<file path="src/rtl/pn3d_pkg.sv">
// shared types, constants, permutation table and gradient function for the 3-d noise core
package pn3d_pkg;

  localparam int unsigned FRAC_W = 16;
  localparam int unsigned GRAD_W = 19;
  localparam int unsigned COORD_W = FRAC_W + 2;
  localparam int unsigned NUM_CORNERS = 8;

  typedef logic [7:0] cell_t;
  typedef logic [FRAC_W-1:0] frac_t;
  typedef logic signed [COORD_W-1:0] coord_t;
  typedef logic signed [GRAD_W-1:0] grad_t;
  typedef logic [3:0] hash_t;

  localparam cell_t PERM [256] = '{
    8'd151, 8'd160, 8'd137, 8'd91, 8'd90, 8'd15, 8'd131, 8'd13, 8'd201, 8'd95, 8'd96, 8'd53,
    8'd194, 8'd233, 8'd7, 8'd225, 8'd140, 8'd36, 8'd103, 8'd30, 8'd69, 8'd142, 8'd8, 8'd99,
    8'd37, 8'd240, 8'd21, 8'd10, 8'd23, 8'd190, 8'd6, 8'd148, 8'd247, 8'd120, 8'd234, 8'd75,
    8'd0, 8'd26, 8'd197, 8'd62, 8'd94, 8'd252, 8'd219, 8'd203, 8'd117, 8'd35, 8'd11, 8'd32,
    8'd57, 8'd177, 8'd33, 8'd88, 8'd237, 8'd149, 8'd56, 8'd87, 8'd174, 8'd20, 8'd125, 8'd136,
    8'd171, 8'd168, 8'd68, 8'd175, 8'd74, 8'd165, 8'd71, 8'd134, 8'd139, 8'd48, 8'd27, 8'd166,
    8'd77, 8'd146, 8'd158, 8'd231, 8'd83, 8'd111, 8'd229, 8'd122, 8'd60, 8'd211, 8'd133,
    8'd230, 8'd220, 8'd105, 8'd92, 8'd41, 8'd55, 8'd46, 8'd245, 8'd40, 8'd244, 8'd102,
    8'd143, 8'd54, 8'd65, 8'd25, 8'd63, 8'd161, 8'd1, 8'd216, 8'd80, 8'd73, 8'd209, 8'd76,
    8'd132, 8'd187, 8'd208, 8'd89, 8'd18, 8'd169, 8'd200, 8'd196, 8'd135, 8'd130, 8'd116,
    8'd188, 8'd159, 8'd86, 8'd164, 8'd100, 8'd109, 8'd198, 8'd173, 8'd186, 8'd3, 8'd64,
    8'd52, 8'd217, 8'd226, 8'd250, 8'd124, 8'd123, 8'd5, 8'd202, 8'd38, 8'd147, 8'd118,
    8'd126, 8'd255, 8'd82, 8'd85, 8'd212, 8'd207, 8'd206, 8'd59, 8'd227, 8'd47, 8'd16,
    8'd58, 8'd17, 8'd182, 8'd189, 8'd28, 8'd42, 8'd223, 8'd183, 8'd170, 8'd213, 8'd119,
    8'd248, 8'd152, 8'd2, 8'd44, 8'd154, 8'd163, 8'd70, 8'd221, 8'd153, 8'd101, 8'd155,
    8'd167, 8'd43, 8'd172, 8'd9, 8'd129, 8'd22, 8'd39, 8'd253, 8'd19, 8'd98, 8'd108,
    8'd110, 8'd79, 8'd113, 8'd224, 8'd232, 8'd178, 8'd185, 8'd112, 8'd104, 8'd218, 8'd246,
    8'd97, 8'd228, 8'd251, 8'd34, 8'd242, 8'd193, 8'd238, 8'd210, 8'd144, 8'd12, 8'd191,
    8'd179, 8'd162, 8'd241, 8'd81, 8'd51, 8'd145, 8'd235, 8'd249, 8'd14, 8'd239, 8'd107,
    8'd49, 8'd192, 8'd214, 8'd31, 8'd181, 8'd199, 8'd106, 8'd157, 8'd184, 8'd84, 8'd204,
    8'd176, 8'd115, 8'd121, 8'd50, 8'd45, 8'd127, 8'd4, 8'd150, 8'd254, 8'd138, 8'd236,
    8'd205, 8'd93, 8'd222, 8'd114, 8'd67, 8'd29, 8'd24, 8'd72, 8'd243, 8'd141, 8'd128,
    8'd195, 8'd78, 8'd66, 8'd215, 8'd61, 8'd156, 8'd180
  };

  localparam hash_t H_X_Z0 = 4'd12;
  localparam hash_t H_X_Z1 = 4'd14;

  function automatic grad_t grad(hash_t h, coord_t x, coord_t y, coord_t z);
    coord_t u;
    coord_t v;
    grad_t  su;
    grad_t  sv;
    u = h[3] ? y : x;
    if (h[3:2] == 2'b00) begin
      v = y;
    end else if (h == H_X_Z0 || h == H_X_Z1) begin
      v = x;
    end else begin
      v = z;
    end
    su = GRAD_W'(u);
    sv = GRAD_W'(v);
    if (h[0]) su = -su;
    if (h[1]) sv = -sv;
    return su + sv;
  endfunction

endpackage

</file>
<file path="src/rtl/pn3d_fade.sv">
// four-stage fade curve 6t^5-15t^4+10t^3 on a q0.16 fraction
module pn3d_fade import pn3d_pkg::*; (
  input  logic  clk_i,
  input  logic  en_i,
  input  frac_t t_i,
  output frac_t fade_o
);

  frac_t        t_q;
  logic [31:0]  t2_q;
  logic [31:0]  t2_d;
  logic [47:0]  cube_d, cube_q;
  logic [19:0]  t15;
  logic [35:0]  q_d, q_q;
  logic [51:0]  prod_d, prod_q;
  frac_t        fade_d, fade_q;

  assign t2_d   = t_i * t_i;
  assign cube_d = t2_q * t_q;
  assign t15    = {t_q, 4'b0000} - 20'(t_q);
  assign q_d    = 36'({t2_q, 2'b00}) + 36'({t2_q, 1'b0}) + 36'hA_0000_0000
                - {t15, 16'h0000};
  assign prod_d = cube_q[47:24] * q_q[35:8];
  assign fade_d = (|prod_q[51:48]) ? 16'hFFFF : prod_q[47:32];

  always_ff @(posedge clk_i) begin
    if (en_i) begin
      t_q    <= t_i;
      t2_q   <= t2_d;
      cube_q <= cube_d;
      q_q    <= q_d;
      prod_q <= prod_d;
      fade_q <= fade_d;
    end
  end

  assign fade_o = fade_q;

endmodule

</file>
<file path="config.mk">
export PLATFORM = sky130hd
export DESIGN_NAME = pn3d_fade
export DESIGN_NICKNAME = d
export VERILOG_FILES = /design/src/rtl/pn3d_pkg.sv /design/src/rtl/pn3d_fade.sv
export SDC_FILE = /design/constraint.sdc
export NUM_CORES = 2
export LEC_CHECK = 0
export ABC_AREA = 1
export BUFFER_PORTS_ARGS = -buffer_cell sky130_fd_sc_hd__buf_2
export CAP_MARGIN = 5
export CORE_ASPECT_RATIO = 1.25
export CORE_UTILIZATION = 70
export CTS_CLUSTER_DIAMETER = 30
export DETAILED_ROUTE_END_ITERATION = 16
export PLACE_DENSITY_LB_ADDON = 0.2
export SETUP_SLACK_MARGIN = 0.3
export SLEW_MARGIN = 20
export SYNTH_ARGS = -nofsm -noshare
export SYNTH_HDL_FRONTEND = slang
export SYNTH_SLANG_ARGS = --single-unit
</file>
<file path="constraint.sdc">
create_clock -name clk_i -period 15 [get_ports clk_i]
set_input_delay 4.5 -clock clk_i [delete_from_list [all_inputs] [get_ports clk_i]]
set_output_delay 4.5 -clock clk_i [all_outputs]
set_load 0.02 [all_outputs]
</file>
* Word-level counts from Yosys, hierarchy flattened *
Index checks and enable logic that the tools add are counted.
W data, S select, Z words.

storage, ports and cells
  register bits after elaboration = 200
  input bits = 18
  output and inout bits = 16
  word-level logic and storage cells = 14

operators by class
  add/subtract/negate cells = 4
  $mul = 3
  reduce and logical (&&, ||, !) cells = 1

operators with widths
  cell                      number
  $mul A24 B28 Y52          1
  $mul A32 B16 Y48          1
  $add A35 B36 Y36 const B  1
  $sub A36 B36 Y36          1
  $add A34 B33 Y35          1
  $mul A16 B16 Y32          1
  $sub A20 B16 Y20          1
  $reduce_or A4 Y1          1

* Depth between registers and ports, before layout *
  word-level depth = 3
  depth in mapped cells = 28
  gate-level depth less buffers = 26

* Least setup slack after synthesis *
Ideal clock, no wire load.

  kind = input port to flip-flop
  from = in t_i[13]
  to = reg t2_q[25] (data pin)
  arrival = 9.394 ns
  path slack = 5.347 ns
  stages = 19
  buffers on the path = 2
  cells stage by stage = clkbuf_1 > clkbuf_1 > nand2_1 > fa_1 > inv_1 > fa_1 > inv_1 > fa_1 > fa_1 > fa_1 > fa_1 > inv_1 > ha_1 > a21oi_1 > a21boi_0 > o21ai_0 > nand2_1 > nand3_1 > xor2_1

between the ends
  longest elaborated chain between the ends = 1

ends and longest elaborated chain
  item                  RTL line         RTL
  from (decl)           pn3d_fade.sv:5   input frac_t t_i,
  $mul A16 B16 Y32      pn3d_fade.sv:18  assign t2_d = t_i * t_i;
  named net t2_d[25]    pn3d_fade.sv:11  logic [31:0] t2_d;
  to (signal assigned)  pn3d_fade.sv:29  t2_q <= t2_d;
  to (decl)             pn3d_fade.sv:10  logic [31:0] t2_q;

The timed path passes the listed nets, and every way through them passes these cells.
A chain may end at the register's enable or synchronous reset.

* Final worst setup path *
  from = in t_i[3]
  to = reg t2_q[30] (data pin)

The elaborated chain is that of the path after synthesis.

==> impl_summary.txt <==
----------------------------------------------------
[Detailed routing]
  Wirelength per Cell ... about 19 um
  Vias ... ~44000
  1st-pass router iterations ... 6
  Initial DRC count ... around 2900
  Drt drc ... 0
  Per-cell via count in the routed design ... about 5.6
  Routed wire length ... between 150000 and 200000 um
  Routed Antenna Nets ... 0

[Place]
  Routability congestion estimate from global placement ... around 1
  Sum of net half-perimeters after detailed placement ... approximately 120000 um
  # port buffers ... 33
  Post-place instance area ... 55200 um^2

[STA]
  Max transition margin ... 12.5%
  Unrepaired setup endpoints after global routing ... no
  Fin. Hold Viols ... 0
  Period utilisation layout ... between 60% and 70%
  Slew Viols, Final ... 0
  Maximum achievable frequency ... 106 MHz
  Total of endpoints with negative setup slack in the final report ... 0
  Slew @ Worst Pin ... roughly 1.3 ns
  Final critical path time including I/O delays and setup ... around 9.5 ns
  Max Clock Skew ... between 0.02 and 0.025 ns
  Final sum of negative setup slack ... 0 ns

[Yosys]
  Number of warning messages in the yosys log ... 0
  Top post-synthesis cells by area ... sky130_fd_sc_hd__fa_1, sky130_fd_sc_hd__inv_1, sky130_fd_sc_hd__nand2_1, sky130_fd_sc_hd__ha_1, sky130_fd_sc_hd__edfxtp_1
  Async set-or-reset flop fraction in the synthesized netlist ... 0%
  Per-instance average area after synthesis ... between 7 and 8 um^2
  Leading register cell type out of synthesis ... sky130_fd_sc_hd__edfxtp_1
  Area share of the largest cell type after synthesis ... between 40% and 50%
  Post-synthesis net count ... 8656
  Number of unique standard cell types used by synthesis ... 39
  Cell Area, Synth ... 54300 um^2
  Post-synth top area cell ... sky130_fd_sc_hd__fa_1
  Synthesis-stage register bit count ... ~130
  Number of enable-type register cells in the synthesized netlist ... 134
  Portion of the post-synthesis area used by sequential elements ... 7.42%
  Cell count after synthesis ... around 7000

[GRT]
  Wire length of the first global-routing pass ... between 200000 and 250000 um
  Leftover overflow at the end of global routing ... 0
  Overall global routing resource usage ... 40.5%
  Largest net degree at the start of global routing ... 74
  Number of antenna violations at the first check in global routing ... 0
  Via count of the first global-routing pass ... 48600

[CTS]
  Maximum count of clock buffers along a single path ... 2
  Clock slew at the register clock pins of the worst setup and hold paths ... roughly 0.080 ns
  Clock network latency to the later pin of the worst-skew pair ... 0.50 ns
  Number of CTS-inserted buffers ... 17
  Hold_buf cts ... 0
  Buffer type at the clock tree root ... sky130_fd_sc_hd__clkbuf_16
  Cells resized by post-CTS repair ... 0
  Post-CTS setup buffers ... 0
  TritonCTS sink count ... roughly 130
  Htree depth ... 4
  CTS tree ... done

[Worst hold path]
  HP Class ... reg2reg
  Source of the worst hold timing path ... prod_q[37]

[Die]
  Core area ... 76300 um^2
  Overall die area ... 78600 um^2
  Count of boundary I/O pins ... 34
  Initial cell density of the core ... between 70 and 80%
  Die Y ... around 310 um
  Die Width ... 251 um
  # rows ... 113

[Critical path]
  Worst Setup SP ... t_i[3]
  Arrival @ worst endpoint ... roughly 9.7 ns
  Critical path fanouts, max ... 17
  Setup CP Type ... in2reg
  Worst Path Required ... 15.24 ns
  Endpoint type of the worst setup path ... register
  Startpoint type of the worst setup path ... input pin
  Worst R2R Start ... q_q[32]

[Finish]
  Share of final-layout standard cells stronger than drive strength 1 ... ~2.3%
  Final instance area ... about 56000 um^2
  Final core utilization ... roughly three quarters
  Number of nets in the layout ... between 8000 and 9000
  Area Overhead vs Synth ... 3.03%
  Antenna Diode Count ... 0

[Job]
  Max-cap check violation count ... 0

[Run status]
  Result of the run ... complete, no violations

----------------------------------------------------
[registers in the layout, summed over array words and instances, names as in the netlist]
signal / count
q_q: 28
t2_q: 30
fade_o: 16
t_q: 16
prod_q: 20
cube_q: 24
[cell usage after synthesis (36+ instances only)]
cell type,instances
sky130_fd_sc_hd__buf_1,37
sky130_fd_sc_hd__ha_1,457
sky130_fd_sc_hd__o21bai_1,36
sky130_fd_sc_hd__nand3_1,130
sky130_fd_sc_hd__edfxtp_1,134
sky130_fd_sc_hd__nand2_1,1868
sky130_fd_sc_hd__o21ai_0,125
sky130_fd_sc_hd__fa_1,1152
sky130_fd_sc_hd__clkbuf_1,226
sky130_fd_sc_hd__nor2_1,266
sky130_fd_sc_hd__xor2_1,61
sky130_fd_sc_hd__a21oi_1,227
sky130_fd_sc_hd__inv_1,2113
sky130_fd_sc_hd__nand4_1,44
[cell usage in the layout (no fill, tap or decap), drive strengths merged, types with 21 or more instances in the layout]
master | netlist | routed
nand3 | 130 | 130
inv | 2114 | 2120
fa | 1152 | 1152
nor2 | 267 | 267
nor3 | 36 | 36
xor2 | 61 | 61
a21oi | 227 | 227
o21bai | 36 | 36
ha | 457 | 457
xnor2 | 21 | 21
edfxtp | 134 | 134
o21ai | 133 | 133
nand4 | 44 | 44
buf | 47 | 113
nand2 | 1870 | 1870
[metrics by stage]
stage | cells | hold slack (ns) | worst slack [ns]
2_1_floorplan | 7029 | 0.480 | 5.35
3_3_place_gp | 7838 | 0.485 | 5.08
3_5_place_dp | 7839 | 0.491 | 5.00
4_1_cts | 7870 | 0.505 | 5.52
5_1_grt | 7878 | 0.541 | 5.23
6_report | 7878 | 0.499 | 5.53
[cell families after synthesis]
group	synth area share, %
buffers and inverters	16.6
AOI/OAI and AO/OA	4.51
and+or+nand+nor	17.1
DFF	7.42
xor gates and xnor gates	1.32
adders and majority gates	53.1
[layout make-up]
class | count | area (um^2)
inverter | 2114 | 7940
timing repair buffer | 114 | 882
clock inverter | 13 | 148
clock buffer | 18 | 429
tap | 977 | 1220
sequential | 134 | 4020
multi-input combinational | 4508 | 41300
fill | 6024 | 20500
[worst paths after layout]
kind / end / slack [ns] / depth (start not counted)
hold reg to reg: fade_o[5] / 0.50 / 2
hold / removal: fade_o[5] / 0.50 / 2
setup reg to reg: prod_q[50] / 7.84 / 22
setup / recovery: t2_q[30] / 5.53 / 25
[routing by layer]
metal	part of all wire, %	up-vias	GRT usage (%)	wire (um)
li1	-	19900	-	-
met3	8.8	700	6.63	13300
met2	50	2285	71.5	75200
met4	7.5	0	26.3	11400
met1	34	21500	45.4	51400
met5	0	-	0	0
[worst max-delay path, cell delays in order]
cell and delay [ns]:
sky130_fd_sc_hd__buf_2 0.22, sky130_fd_sc_hd__nand2_1 0.16, sky130_fd_sc_hd__inv_1 0.07, sky130_fd_sc_hd__fa_1 0.53, sky130_fd_sc_hd__inv_1 0.05, sky130_fd_sc_hd__fa_1 0.52
sky130_fd_sc_hd__inv_1 0.05, sky130_fd_sc_hd__fa_1 0.50, sky130_fd_sc_hd__inv_1 0.06, sky130_fd_sc_hd__fa_1 0.54, sky130_fd_sc_hd__inv_1 0.05, sky130_fd_sc_hd__fa_1 0.47
sky130_fd_sc_hd__inv_1 0.05, sky130_fd_sc_hd__fa_1 0.47, sky130_fd_sc_hd__inv_1 0.04, sky130_fd_sc_hd__ha_1 0.34, sky130_fd_sc_hd__a21o_1 0.21, sky130_fd_sc_hd__a21oi_1 0.25
sky130_fd_sc_hd__nand2_1 0.09, sky130_fd_sc_hd__nand2_1 0.06, sky130_fd_sc_hd__nand3_1 0.14, sky130_fd_sc_hd__nand2_1 0.12, sky130_fd_sc_hd__nand3_1 0.08, sky130_fd_sc_hd__nand2_1 0.07
sky130_fd_sc_hd__nand2_1 0.04
Power is left out: the tool's default activity adds up to more than one toggle a clock period on the data nets, which glitch-free logic cannot reach.
