$ cat src/rtl/pn3d_pkg.sv
// shared types, constants, permutation table and gradient function for the 3-d noise core
package pn3d_pkg;

  localparam int unsigned FRAC_W = 16;
  localparam int unsigned GRAD_W = 19;
  localparam int unsigned COORD_W = FRAC_W + 2;
  localparam int unsigned NUM_CORNERS = 8;

  typedef logic [7:0] cell_t;
  typedef logic [FRAC_W-1:0] frac_t;
  typedef logic signed [COORD_W-1:0] coord_t;
  typedef logic signed [GRAD_W-1:0] grad_t;
  typedef logic [3:0] hash_t;

  localparam cell_t PERM [256] = '{
    8'd151, 8'd160, 8'd137, 8'd91, 8'd90, 8'd15, 8'd131, 8'd13, 8'd201, 8'd95, 8'd96, 8'd53,
    8'd194, 8'd233, 8'd7, 8'd225, 8'd140, 8'd36, 8'd103, 8'd30, 8'd69, 8'd142, 8'd8, 8'd99,
    8'd37, 8'd240, 8'd21, 8'd10, 8'd23, 8'd190, 8'd6, 8'd148, 8'd247, 8'd120, 8'd234, 8'd75,
    8'd0, 8'd26, 8'd197, 8'd62, 8'd94, 8'd252, 8'd219, 8'd203, 8'd117, 8'd35, 8'd11, 8'd32,
    8'd57, 8'd177, 8'd33, 8'd88, 8'd237, 8'd149, 8'd56, 8'd87, 8'd174, 8'd20, 8'd125, 8'd136,
    8'd171, 8'd168, 8'd68, 8'd175, 8'd74, 8'd165, 8'd71, 8'd134, 8'd139, 8'd48, 8'd27, 8'd166,
    8'd77, 8'd146, 8'd158, 8'd231, 8'd83, 8'd111, 8'd229, 8'd122, 8'd60, 8'd211, 8'd133,
    8'd230, 8'd220, 8'd105, 8'd92, 8'd41, 8'd55, 8'd46, 8'd245, 8'd40, 8'd244, 8'd102,
    8'd143, 8'd54, 8'd65, 8'd25, 8'd63, 8'd161, 8'd1, 8'd216, 8'd80, 8'd73, 8'd209, 8'd76,
    8'd132, 8'd187, 8'd208, 8'd89, 8'd18, 8'd169, 8'd200, 8'd196, 8'd135, 8'd130, 8'd116,
    8'd188, 8'd159, 8'd86, 8'd164, 8'd100, 8'd109, 8'd198, 8'd173, 8'd186, 8'd3, 8'd64,
    8'd52, 8'd217, 8'd226, 8'd250, 8'd124, 8'd123, 8'd5, 8'd202, 8'd38, 8'd147, 8'd118,
    8'd126, 8'd255, 8'd82, 8'd85, 8'd212, 8'd207, 8'd206, 8'd59, 8'd227, 8'd47, 8'd16,
    8'd58, 8'd17, 8'd182, 8'd189, 8'd28, 8'd42, 8'd223, 8'd183, 8'd170, 8'd213, 8'd119,
    8'd248, 8'd152, 8'd2, 8'd44, 8'd154, 8'd163, 8'd70, 8'd221, 8'd153, 8'd101, 8'd155,
    8'd167, 8'd43, 8'd172, 8'd9, 8'd129, 8'd22, 8'd39, 8'd253, 8'd19, 8'd98, 8'd108,
    8'd110, 8'd79, 8'd113, 8'd224, 8'd232, 8'd178, 8'd185, 8'd112, 8'd104, 8'd218, 8'd246,
    8'd97, 8'd228, 8'd251, 8'd34, 8'd242, 8'd193, 8'd238, 8'd210, 8'd144, 8'd12, 8'd191,
    8'd179, 8'd162, 8'd241, 8'd81, 8'd51, 8'd145, 8'd235, 8'd249, 8'd14, 8'd239, 8'd107,
    8'd49, 8'd192, 8'd214, 8'd31, 8'd181, 8'd199, 8'd106, 8'd157, 8'd184, 8'd84, 8'd204,
    8'd176, 8'd115, 8'd121, 8'd50, 8'd45, 8'd127, 8'd4, 8'd150, 8'd254, 8'd138, 8'd236,
    8'd205, 8'd93, 8'd222, 8'd114, 8'd67, 8'd29, 8'd24, 8'd72, 8'd243, 8'd141, 8'd128,
    8'd195, 8'd78, 8'd66, 8'd215, 8'd61, 8'd156, 8'd180
  };

  localparam hash_t H_X_Z0 = 4'd12;
  localparam hash_t H_X_Z1 = 4'd14;

  function automatic grad_t grad(hash_t h, coord_t x, coord_t y, coord_t z);
    coord_t u;
    coord_t v;
    grad_t  su;
    grad_t  sv;
    u = h[3] ? y : x;
    if (h[3:2] == 2'b00) begin
      v = y;
    end else if (h == H_X_Z0 || h == H_X_Z1) begin
      v = x;
    end else begin
      v = z;
    end
    su = GRAD_W'(u);
    sv = GRAD_W'(v);
    if (h[0]) su = -su;
    if (h[1]) sv = -sv;
    return su + sv;
  endfunction

endpackage

$ cat src/rtl/pn3d_lerp.sv
// two-stage linear blend a + floor(t*(b-a)/2^16)
module pn3d_lerp import pn3d_pkg::*; (
  input  logic  clk_i,
  input  logic  en_i,
  input  frac_t t_i,
  input  grad_t a_i,
  input  grad_t b_i,
  output grad_t y_o
);

  localparam int unsigned PROD_W = GRAD_W + 1 + FRAC_W + 1;

  logic signed [GRAD_W:0]     diff;
  logic signed [PROD_W-1:0]   prod_d, prod_q;
  logic signed [PROD_W-17:0]  shifted;
  grad_t                      a_q;
  grad_t                      y_d, y_q;

  assign diff    = {b_i[GRAD_W-1], b_i} - {a_i[GRAD_W-1], a_i};
  assign prod_d  = $signed({1'b0, t_i}) * diff;
  assign shifted = prod_q[PROD_W-1:16];
  // the blend stays between a and b, so the sum fits the gradient width
  assign y_d     = a_q + grad_t'(shifted[GRAD_W-1:0]);

  always_ff @(posedge clk_i) begin
    if (en_i) begin
      prod_q <= prod_d;
      a_q    <= a_i;
      y_q    <= y_d;
    end
  end

  assign y_o = y_q;

endmodule

$ cat config.mk
export PLATFORM = sky130hd
export DESIGN_NAME = pn3d_lerp
export DESIGN_NICKNAME = d
export VERILOG_FILES = /design/src/rtl/pn3d_pkg.sv /design/src/rtl/pn3d_lerp.sv
export SDC_FILE = /design/constraint.sdc
export NUM_CORES = 1
export LEC_CHECK = 0
export CAP_MARGIN = 40
export CORE_MARGIN = 8
export CORE_UTILIZATION = 40
export CTS_BUF_LIST = sky130_fd_sc_hd__clkbuf_2
export DETAILED_ROUTE_END_ITERATION = 7
export DONT_BUFFER_PORTS = 1
export SYNTH_ARGS = -nofsm -noshare
export SYNTH_HDL_FRONTEND = slang
export SYNTH_SLANG_ARGS = --single-unit
$ cat constraint.sdc
create_clock -name clk_i -period 7.87 [get_ports clk_i]
set_input_delay 1.1805 -clock clk_i [delete_from_list [all_inputs] [get_ports clk_i]]
set_output_delay 1.1805 -clock clk_i [all_outputs]
set_load 0.01 [all_outputs]
; ---- Word-level counts from Yosys, hierarchy flattened
; Cells that the tools add are included.
[word_totals]
ram_bits = 0
latchBits = 0
reg_bits = 73
output_inout_bits = 19
n_memories = 0
romBits = 0
word_cells = 6
in_bits = 56
[op_classes]
shifts = 0
n_eq_ne = 0
n_mux = 0
n_reduce_logical = 0
n_bitwise = 0
n_div = 0
multipliers = 1
n_lt_le_gt_ge = 0
add_sub_neg = 2
[ops]
columns = op, count
row1 = $mul 17x20->35, 1
row2 = $sub 19x19->20, 1
row3 = $add 19x19->19, 1

; ---- Logic depth before layout (Yosys ltp)
; Gate-level depths: netlist (run 1).
[depth]
ltp_word = 2
mapped_depth = 33
ltp_nobuf = 33

; ---- Least setup slack after synthesis (run 1)
; Ideal clock, no wire load.
[synth_path]
path_type = input port to flip-flop
from = input b_i[0]
to = register prod_q[34], data pin
path_buffers = 1
setup_time_ns = 0.260
path_stages = 32
slack_ns = -0.712
t_arrival_ns = 8.322
t_required_ns = 7.610
path_cell_list = inv_1 ha_1 fa_1 nor2b_1 o21a_1 o21ai_2 a211oi_2 o2111ai_2 a31oi_2 nand4_1 o311ai_2 buf_6 nand2_1 fa_1 fa_1 fa_1 inv_1 fa_1 fa_1 inv_1 fa_1 inv_1 ha_1 a21o_1 a21oi_1 o21ai_1 a22o_1 a21o_1 a41o_1 o41ai_4 o21ai_1 xnor2_1
[synth_between]
elab_chain_cells = 2
[synth_rtl]
columns = item, line
row1 = "start, declared", pn3d_lerp.sv:7  ; input grad_t b_i,
row2 = $sub 19x19->20, pn3d_lerp.sv:19  ; assign diff = {b_i[GRAD_W-1], b_i} - {a_i[GRAD_W-1], a_i};
row3 = $mul 17x20->35, pn3d_lerp.sv:20  ; assign prod_d = $signed({1'b0, t_i}) * diff;
row4 = via prod_d[34], pn3d_lerp.sv:14  ; logic signed [PROD_W-1:0] prod_d, prod_q;
row5 = "end signal, assigned", pn3d_lerp.sv:27  ; prod_q <= prod_d;
row6 = "end, declared", pn3d_lerp.sv:14
; The timed path passes the listed nets, and every way through them passes these cells.
; A chain may end at the register's enable or synchronous reset.

; ---- Worst setup path after layout (run 1)
[layout_path]
from = input a_i[5]
to = register prod_q[34], data pin
[layout_between]
elab_chain_cells = 2
[layout_rtl]
columns = item, line
row1 = "start, declared", pn3d_lerp.sv:6  ; input grad_t a_i,
row2 = $sub 19x19->20, pn3d_lerp.sv:19
row3 = $mul 17x20->35, pn3d_lerp.sv:20
row4 = via prod_d[34], pn3d_lerp.sv:14
; The timed path passes the listed nets, and every way through them passes these cells.

==> impl_metrics.py, run 1 <==
metrics = {
    "global_routing": {
        "grt_antenna_before_repair": 1,
        "grt_usage": 0.171,
        "grt_overflow": 0,
        "grt_max_degree": 58,
        "grt_pass1_vias": 11700,
        "grt_pass1_wl_um": 58100,
    },
    "min_path": {
        "holdPathStages": 1,
        "whs_endpoint": "y_o[0]",
        "hold_path_class": "flip-flop to flip-flop",
        "hp-start": "a_q[0]",
    },
    "yosys": {
        "yosys.area.top_type_share": 0.425,
        "ys_types": 64,
        "synth-main-ff-cell": "edfxtp_1",
        "synth-warning-count": 0,
        "synth_area_leaders": "fa_1 (43%), edfxtp_1 (12%), ha_1 (11%)",
        "yosysMostFrequentCell": "inv_1",
        "syn_inst": 1528,
        "yosys-top-cells-count": "inv_1 (392), fa_1 (309), nand2_1 (198)",
        "synth_area_um2": 14600,
        "ys_ff_latch": 57,
        "synth_area_leader_cell": "fa_1",
        "async_flop_share": 0,
        "postSynthNetCount": 2016,
        "yosysSeqAreaShare": 0.118,
        "synth_edf_count": 57,
        "syn_area_per_cell_um2": 9.52,
    },
    "status": {
        "status": "finished, violations left",
        "violations": "negative setup slack",
    },
    "critical_path": {
        "slowest_stage": "fa_1",
        "cpLargestDelayFamily": "adder cells",
        "cp_data_arrival_time_ns": 8.24,
        "critPathKind": "primary input to flip-flop",
        "cp-end-kind": "flip-flop",
        "ff2ff_setup_slack_ns": 4.59,
        "critPathMaxStageDelay_ns": 0.56,
        "cp_common_cell": "fa_1",
        "crit_buf_inv": 6,
        "startpoint_type": "primary input",
        "cp_max_fo": 8,
        "required_ns": 8.12,
        "regToRegStartpoint": "prod_q[16]",
        "regToRegEndpoint": "y_o[18]",
        "r2r_cells": 12,
    },
    "timing": {
        "rsz0062_at_grt": "yes",
        "relSlewSlack": 0.665,
        "finalClockSkew_ns": 0.0378,
        "setup_ws_ns": -0.124,
        "slew_violations": 0,
        "fmax_mhz": 125,
        "finalSetupViolCount": 8,
        "min_period_over_period": 1.02,
        "finalHoldViolations": 0,
        "worst_pin_slew_ns": 0.498,
        "finalCriticalPeriod_ns": 7.99,
    },
    "drt": {
        "routedWlPerCell_um": 16.2,
        "drt_iter0_markers": 423,
        "totalWireLength_um": 34600,
        "dr.pass1.iters": 5,
        "drtAntennaViolNets": 0,
        "via_count": 10300,
        "drc": 0,
        "routed_via_density": 4.81,
    },
    "placement": {
        "placed_cells": 2102,
        "dp_hpwl_um": 29100,
        "dp_slack_ns": -0.835,
        "port_buffers": 0,
        "finalWeightedCongestion": 0.835,
    },
    "clock_tree": {
        "clockBufferDepth": 2,
        "clk_latency_ns": 0.50,
        "numCtsBuffers": 9,
        "clkTransAtPathRegs_ns": 0.19,
        "clock-sinks": 57,
        "cts_root_buffer": "clkbuf_2",
        "cts_tree": "built",
        "cts_max_level": 3,
    },
    "layout": {
        "nets": 2147,
        "drive_gt1_frac": 0.168,
        "syn2layout_area_growth_pct": 15.6,
        "fin_cells": 2132,
    },
    "floorplan": {
        "core_area_um2": 36300,
        "die_area_um2": 42700,
        "io_pins": 75,
        "rows": 70,
        "fp.dieW_um": 207,
        "die_y_um": 207,
        "start_util": 0.401,
    },
    "job": {
        "drv_cap": 0,
    },
}
## registers in the layout (all words and copies together) (netlist names)
name	flops
a_q	19
prod_q	19
y_o	19
## cell families (layout without fill, tap and decap cells)
kind of cell	count (synthesis)	count (layout)	synth area share
buffers and inverters	444	579	0.116
xor gates and xnor gates	59	59	0.0365
and+or+nand+nor	419	419	0.140
adders and majority gates	432	432	0.531
other	0	1	0
DFF	57	57	0.118
AOI/OAI and AO/OA	117	117	0.0595
## placed cells by master (no fill, tap or decap), drive strengths merged, types with 2 or more instances in the layout
master / synthesis / layout
nor4: 3 / 3
nor2b: 26 / 26
and2: 110 / 110
nand4: 4 / 4
clkbuf: 44 / 10
edfxtp: 57 / 57
a21oi: 31 / 31
buf: 8 / 172
clkinv: 0 / 5
a21o: 9 / 9
nand2b: 15 / 15
o31ai: 3 / 3
a31oi: 2 / 2
a2111oi: 2 / 2
inv: 392 / 392
a31o: 3 / 3
o211ai: 2 / 2
or2: 3 / 3
xor2: 10 / 10
o311ai: 2 / 2
nor2: 33 / 33
o21a: 14 / 14
nor3: 10 / 10
fa: 309 / 309
nand2: 198 / 198
o2111ai: 2 / 2
ha: 123 / 123
a211oi: 6 / 6
o21bai: 2 / 2
o21ai: 26 / 26
nand3: 7 / 7
or2b: 3 / 3
o41ai: 2 / 2
xnor2: 49 / 49
and3: 4 / 4
## per-stage QoR
stage	TNS [ns]	hold slack, ns	instance area, um^2	utilization
floorplan	-1.51	0.513	14700	-
global placement	-7.28	0.542	16300	0.450
detailed placement	-8.48	0.542	16300	0.450
CTS	-0.494	0.590	16500	0.456
global route	-2.54	0.631	16800	0.464
finish	-0.357	0.582	16800	0.464
## repair_timing
action,4_1_cts,5_1_grt
buffers inserted,5,11
setup endpoints to repair,8,14
gates resized for setup,27,50
pin swaps,31,52
hold endpoints to repair,0,0
hold buffers,0,0
## final cells by class
cell class / instances / area [um^2]
Antenna cell: 1 / 2.50
Clock buffer: 10 / 50.0
Clock inverter: 5 / 23.8
Fill cell: 3484 / 19400
Inverter: 392 / 1480
Multi-Input combinational cell: 1027 / 11600
Sequential cell: 57 / 1710
Tap cell: 468 / 586
Timing Repair Buffer: 172 / 1390
## worst max-delay path by stage
stage	start	endpoint	slack (ns)	cells after the start
floorplan	b_i[0]	prod_q[33]	-0.32	31
global placement	b_i[0]	prod_q[33]	-0.74	32
detailed placement	b_i[0]	prod_q[33]	-0.83	32
CTS	b_i[0]	prod_q[34]	-0.19	30
global route	a_i[5]	prod_q[34]	-0.36	30
finish	a_i[5]	prod_q[34]	-0.12	30
## routing by layer
| metal | vias to the layer above | global-route usage | wire length (um) |
|---|---|---|---|
| li1 | 4809 | - | - |
| met1 | 5249 | 0.210 | 14400 |
| met2 | 176 | 0.319 | 18300 |
| met3 | 31 | 0.0198 | 1390 |
| met4 | 0 | 0.0316 | 478 |
| met5 | - | 0 | 0 |
Power of run 1 is not shown: default switching activity piles up to over one toggle a cycle in this logic, so the estimate is an artifact.
==> inputs of run 2 (changes only) <==
ABC_CLOCK_PERIOD_IN_PS = 9600   (was unset)
PLACE_DENSITY = 0.53   (was unset)
clock period = 9.6 ns   (was 7.87 ns; I/O delays follow)
==> run 2 against run 1 <==
First-iteration DRC count up 5.9%. Sequential share of layout area increased by 1.0 points. The run now ends clean. Cell count decreased by 6.8%. Critical path depth did not move. Critical endpoint unchanged. Design area shrank 9.3%. Count of clock-buffer cells in the layout down 1. Global-route usage increased by 0.16 points. Via count decreased by 6.0%.
==> impl_metrics.py, run 2 (same netlist as run 1, synthesis figures left out) <==
metrics = {
    "clock_tree": {
        "cts_resized": 0,
        "cts_max_level": 3,
        "numCtsBuffers": 9,
        "cts_root_buffer": "clkbuf_2",
        "ctsHoldBuffers": 0,
        "clock-sinks": 57,
        "clkTransAtPathRegs_ns": 0.17,
        "cts_setup_buffers": 0,
        "cts_tree": "built",
        "clk_latency_ns": 0.47,
        "clockBufferDepth": 2,
    },
    "timing": {
        "finalCriticalPeriod_ns": 8.88,
        "slew_violations": 0,
        "min_period_over_period": 0.925,
        "rsz0062_at_grt": "no",
        "relSlewSlack": 0.612,
        "finalClockSkew_ns": 0.0313,
        "finalSetupViolCount": 0,
        "fin_tns_setup_ns": 0,
        "finalHoldViolations": 0,
        "worst_pin_slew_ns": 0.567,
        "fmax_mhz": 113,
    },
    "min_path": {
        "holdPathStages": 1,
        "hold_path_class": "flip-flop to flip-flop",
    },
    "critical_path": {
        "cp_common_cell": "fa_1",
        "slowest_stage": "fa_1",
        "startpoint_type": "primary input",
        "cp-end-kind": "flip-flop",
        "required_ns": 9.82,
        "cp_max_fo": 7,
        "critPathMaxStageDelay_ns": 0.54,
        "r2r_cells": 12,
        "critPathKind": "primary input to flip-flop",
        "cp_data_arrival_time_ns": 9.09,
    },
    "drt": {
        "drc": 0,
        "drtAntennaViolNets": 0,
        "drt_iter0_markers": 448,
        "routed_via_density": 4.86,
        "totalWireLength_um": 34300,
        "dr.pass1.iters": 5,
        "routedWlPerCell_um": 17.3,
        "via_count": 9650,
    },
    "layout": {
        "regArea_um2": 1710,
        "drive_gt1_frac": 0.0389,
        "fill_cells": 3610,
        "multiInputGateArea_um2": 11200,
        "nets": 1998,
        "syn2layout_area_growth_pct": 4.87,
        "final_cell_mix": "inv_1 (392), fa_1 (309), nand2_1 (198)",
        "final_common_cell": "inv_1",
    },
    "global_routing": {
        "grt_overflow": 0,
        "grt_pass1_vias": 10900,
        "grt_antenna_before_repair": 1,
        "grt_max_degree": 58,
        "grt_usage": 0.172,
        "grt_pass1_wl_um": 57500,
    },
    "placement": {
        "port_buffers": 0,
        "finalWeightedCongestion": 0.794,
        "dp_hpwl_um": 27700,
    },
    "floorplan": {
        "die_area_um2": 42700,
        "die_y_um": 207,
        "io_pins": 75,
        "rows": 70,
        "core_area_um2": 36300,
        "start_util": 0.401,
        "fp.dieW_um": 207,
    },
    "job": {
        "drv_cap": 0,
    },
    "status": {
        "status": "complete, no violations",
    },
}
## run 2: changes by cell type in the layout (fill, tap and decap cells not counted), sizes merged
cell      delta
buf        -149
clkbuf       -1
bufinv       +3
diode        +2
clkinv       -2
clkinvlp     +1
## run 2: worst paths after layout
path	start	endpoint	slack [ns]
worst max-delay path	b_i[0]	prod_q[34]	0.72
worst min-delay path	a_q[0]	y_o[0]	0.58
worst max register to register	prod_q[16]	y_o[18]	6.42
worst min register to register	a_q[0]	y_o[0]	0.58
## run 2: metrics by stage
step	instance area (um^2)	std cells	hold slack (ns)	utilization	worst slack [ns]
2_1_floorplan	14600	1528	0.513	-	0.759
3_3_place_gp	15100	1967	0.539	0.416	0.337
3_5_place_dp	15100	1967	0.549	0.416	0.214
5_1_grt	15300	1986	0.595	0.421	0.240
6_report	15300	1986	0.576	0.421	0.722
4_1_cts	15300	1983	0.585	0.421	0.744
## run 2: critical path: cells and delay by family
family / cells / cell delay (ns)
AOI/OAI and AO/OA: 13 / 2.79
buffers and inverters: 4 / 0.17
xor gates and xnor gates: 2 / 0.53
adders and majority gates: 9 / 3.88
and+or+nand+nor: 2 / 0.26
## run 2: area by class of cell
type / count / area share
Multi-Input combinational cell: 1027 / 0.731
Antenna cell: 3 / 0.000492
Inverter: 392 / 0.0964
Timing Repair Buffer: 23 / 0.0113
Clock buffer: 9 / 0.00295
Clock inverter: 7 / 0.00713
Tap cell: 468 / 0.0384
Sequential cell: 57 / 0.112
## run 2: routing by layer
metal,track usage,vias up,wire [um]
li1,-,4511,-
met5,0,-,0
met1,0.221,4935,14900
met3,0.0190,41,1190
met2,0.309,163,17400
met4,0.0406,0,759
Power of run 2 is left out for the same reason.
==> inputs of run 3 (changes only) <==
GPL_TIMING_DRIVEN = 0   (was unset)
==> run 3 against run 2 <==
Sequential share of layout area is 0.14 points lower. Flip-flop and latch count stayed put. Clock skew is 0.016 ns higher. Via count is 2.4% higher. Critical path depth is 2 higher. Register-to-register slack better by 0.04 ns. Wire length is 5.4% higher. First-iteration DRC count is 3.8% higher. Fmax is 3.4% lower. Critical endpoint is now prod_q[33]. Highest routed layer unchanged.
==> impl_metrics.py, run 3 (same netlist as run 1, synthesis figures left out) <==
metrics = {
    "critical_path": {
        "cp_max_fo": 7,
        "cp_common_cell": "fa_1",
        "critPathMaxStageDelay_ns": 0.54,
        "crit_buf_inv": 5,
        "cp_data_arrival_time_ns": 9.43,
        "cp-end-kind": "flip-flop",
        "crit_cells": 32,
        "required_ns": 9.84,
        "cpLargestDelayFamily": "adder cells",
        "r2r_cells": 12,
        "startpoint_type": "primary input",
        "critPathKind": "primary input to flip-flop",
        "slowest_stage": "fa_1",
    },
    "min_path": {
        "holdPathStages": 1,
        "hold_path_class": "flip-flop to flip-flop",
    },
    "timing": {
        "finalClockSkew_ns": 0.0474,
        "relSlewSlack": 0.447,
        "fmax_mhz": 109,
        "slew_violations": 0,
        "finalSetupViolCount": 0,
        "worst_pin_slew_ns": 0.824,
        "min_period_over_period": 0.958,
        "finalHoldViolations": 0,
        "finalCriticalPeriod_ns": 9.20,
    },
    "clock_tree": {
        "clkTransAtPathRegs_ns": 0.19,
        "numCtsBuffers": 9,
        "clk_latency_ns": 0.49,
        "cts_tree": "built",
        "cts_root_buffer": "clkbuf_2",
        "cts_max_level": 3,
        "clock-sinks": 57,
        "clockBufferDepth": 2,
    },
    "global_routing": {
        "grt_pass1_wl_um": 58800,
        "grt_antenna_before_repair": 2,
        "grt_overflow": 0,
        "grt_pass1_vias": 10900,
        "grt_usage": 0.179,
        "grt_max_degree": 58,
    },
    "drt": {
        "routedWlPerCell_um": 17.9,
        "via_count": 9878,
        "totalWireLength_um": 36200,
        "drtAntennaViolNets": 0,
        "routed_via_density": 4.89,
        "drc": 0,
        "dr.pass1.iters": 5,
        "drt_iter0_markers": 465,
    },
    "layout": {
        "final_area_um2": 15500,
        "drive_gt1_frac": 0.0400,
        "syn2layout_area_growth_pct": 6.23,
        "nets": 2034,
        "final_cell_mix": "inv_1 (392), fa_1 (309), nand2_1 (198)",
        "final_common_cell": "inv_1",
        "multiInputGateArea_um2": 11300,
        "fill_cells": 3646,
        "regArea_um2": 1710,
    },
    "floorplan": {
        "fp.dieW_um": 207,
        "die_y_um": 207,
        "die_area_um2": 42700,
        "core_area_um2": 36300,
        "io_pins": 75,
        "start_util": 0.401,
        "rows": 70,
    },
    "placement": {
        "dpl_cell_area_um2": 15200,
        "port_buffers": 0,
        "finalWeightedCongestion": 0.880,
        "dp_hpwl_um": 30900,
    },
    "job": {
        "drv_cap": 0,
    },
    "status": {
        "status": "complete, no violations",
    },
}
## run 3: cell count changes in the layout (fill, tap and decap cells not counted), sizes merged
cell	change
clkbuf	+44
buf	-7
diode	-2
clkinvlp	-1
## run 3: stage by stage
| step | setup WS [ns] | setup TNS, ns | cells | hold WS (ns) | util |
|---|---|---|---|---|---|
| finish | 0.405 | 0 | 2020 | 0.575 | 0.426 |
| global route | -0.0138 | -0.0189 | 2020 | 0.615 | 0.426 |
| CTS | 0.0741 | 0 | 2016 | 0.583 | 0.423 |
| detailed placement | -0.680 | -6.03 | 2001 | 0.539 | 0.419 |
| global placement | -0.997 | -11.13 | 1996 | 0.522 | 0.418 |
| floorplan | 0.759 | 0 | 1528 | 0.513 | - |
## run 3: worst paths after layout
check                                start         end  slack, ns
worst max-delay path                b_i[0]  prod_q[33]       0.40
worst min-delay path                a_q[0]      y_o[0]       0.58
worst max register to register  prod_q[16]     y_o[18]       6.46
worst min register to register      a_q[0]      y_o[0]       0.58
## run 3: per-layer routing
| metal | wire length [um] | global-route usage | share of wire | up-vias |
|---|---|---|---|---|
| li1 | - | - | - | 4594 |
| met1 | 15600 | 0.230 | 0.43 | 5036 |
| met2 | 18100 | 0.318 | 0.50 | 200 |
| met3 | 1650 | 0.0248 | 0.046 | 48 |
| met4 | 749 | 0.0362 | 0.021 | 0 |
| met5 | 0 | 0 | 0 | - |
## run 3: what timing repair did
| action | 4_1_cts | 5_1_grt |
|---|---|---|
| gates resized for setup | 1 | 15 |
| setup endpoints to repair | 6 | 8 |
| buffers inserted | 0 | 3 |
| hold buffers | 0 | 0 |
| endpoints found under the hold margin | 0 | 0 |
| pin swaps | 0 | 5 |
## run 3: area by class of cell
type / instances / area share
clock inverter: 6 / 0.00688
inverter: 392 / 0.0952
antenna: 1 / 0.000162
buffer: 51 / 0.0138
clock buffer: 10 / 0.00324
tap: 468 / 0.0379
multi-input combinational: 1027 / 0.728
sequential: 57 / 0.111
timing repair buffer: 8 / 0.00388
Power of run 3 is left out for the same reason.
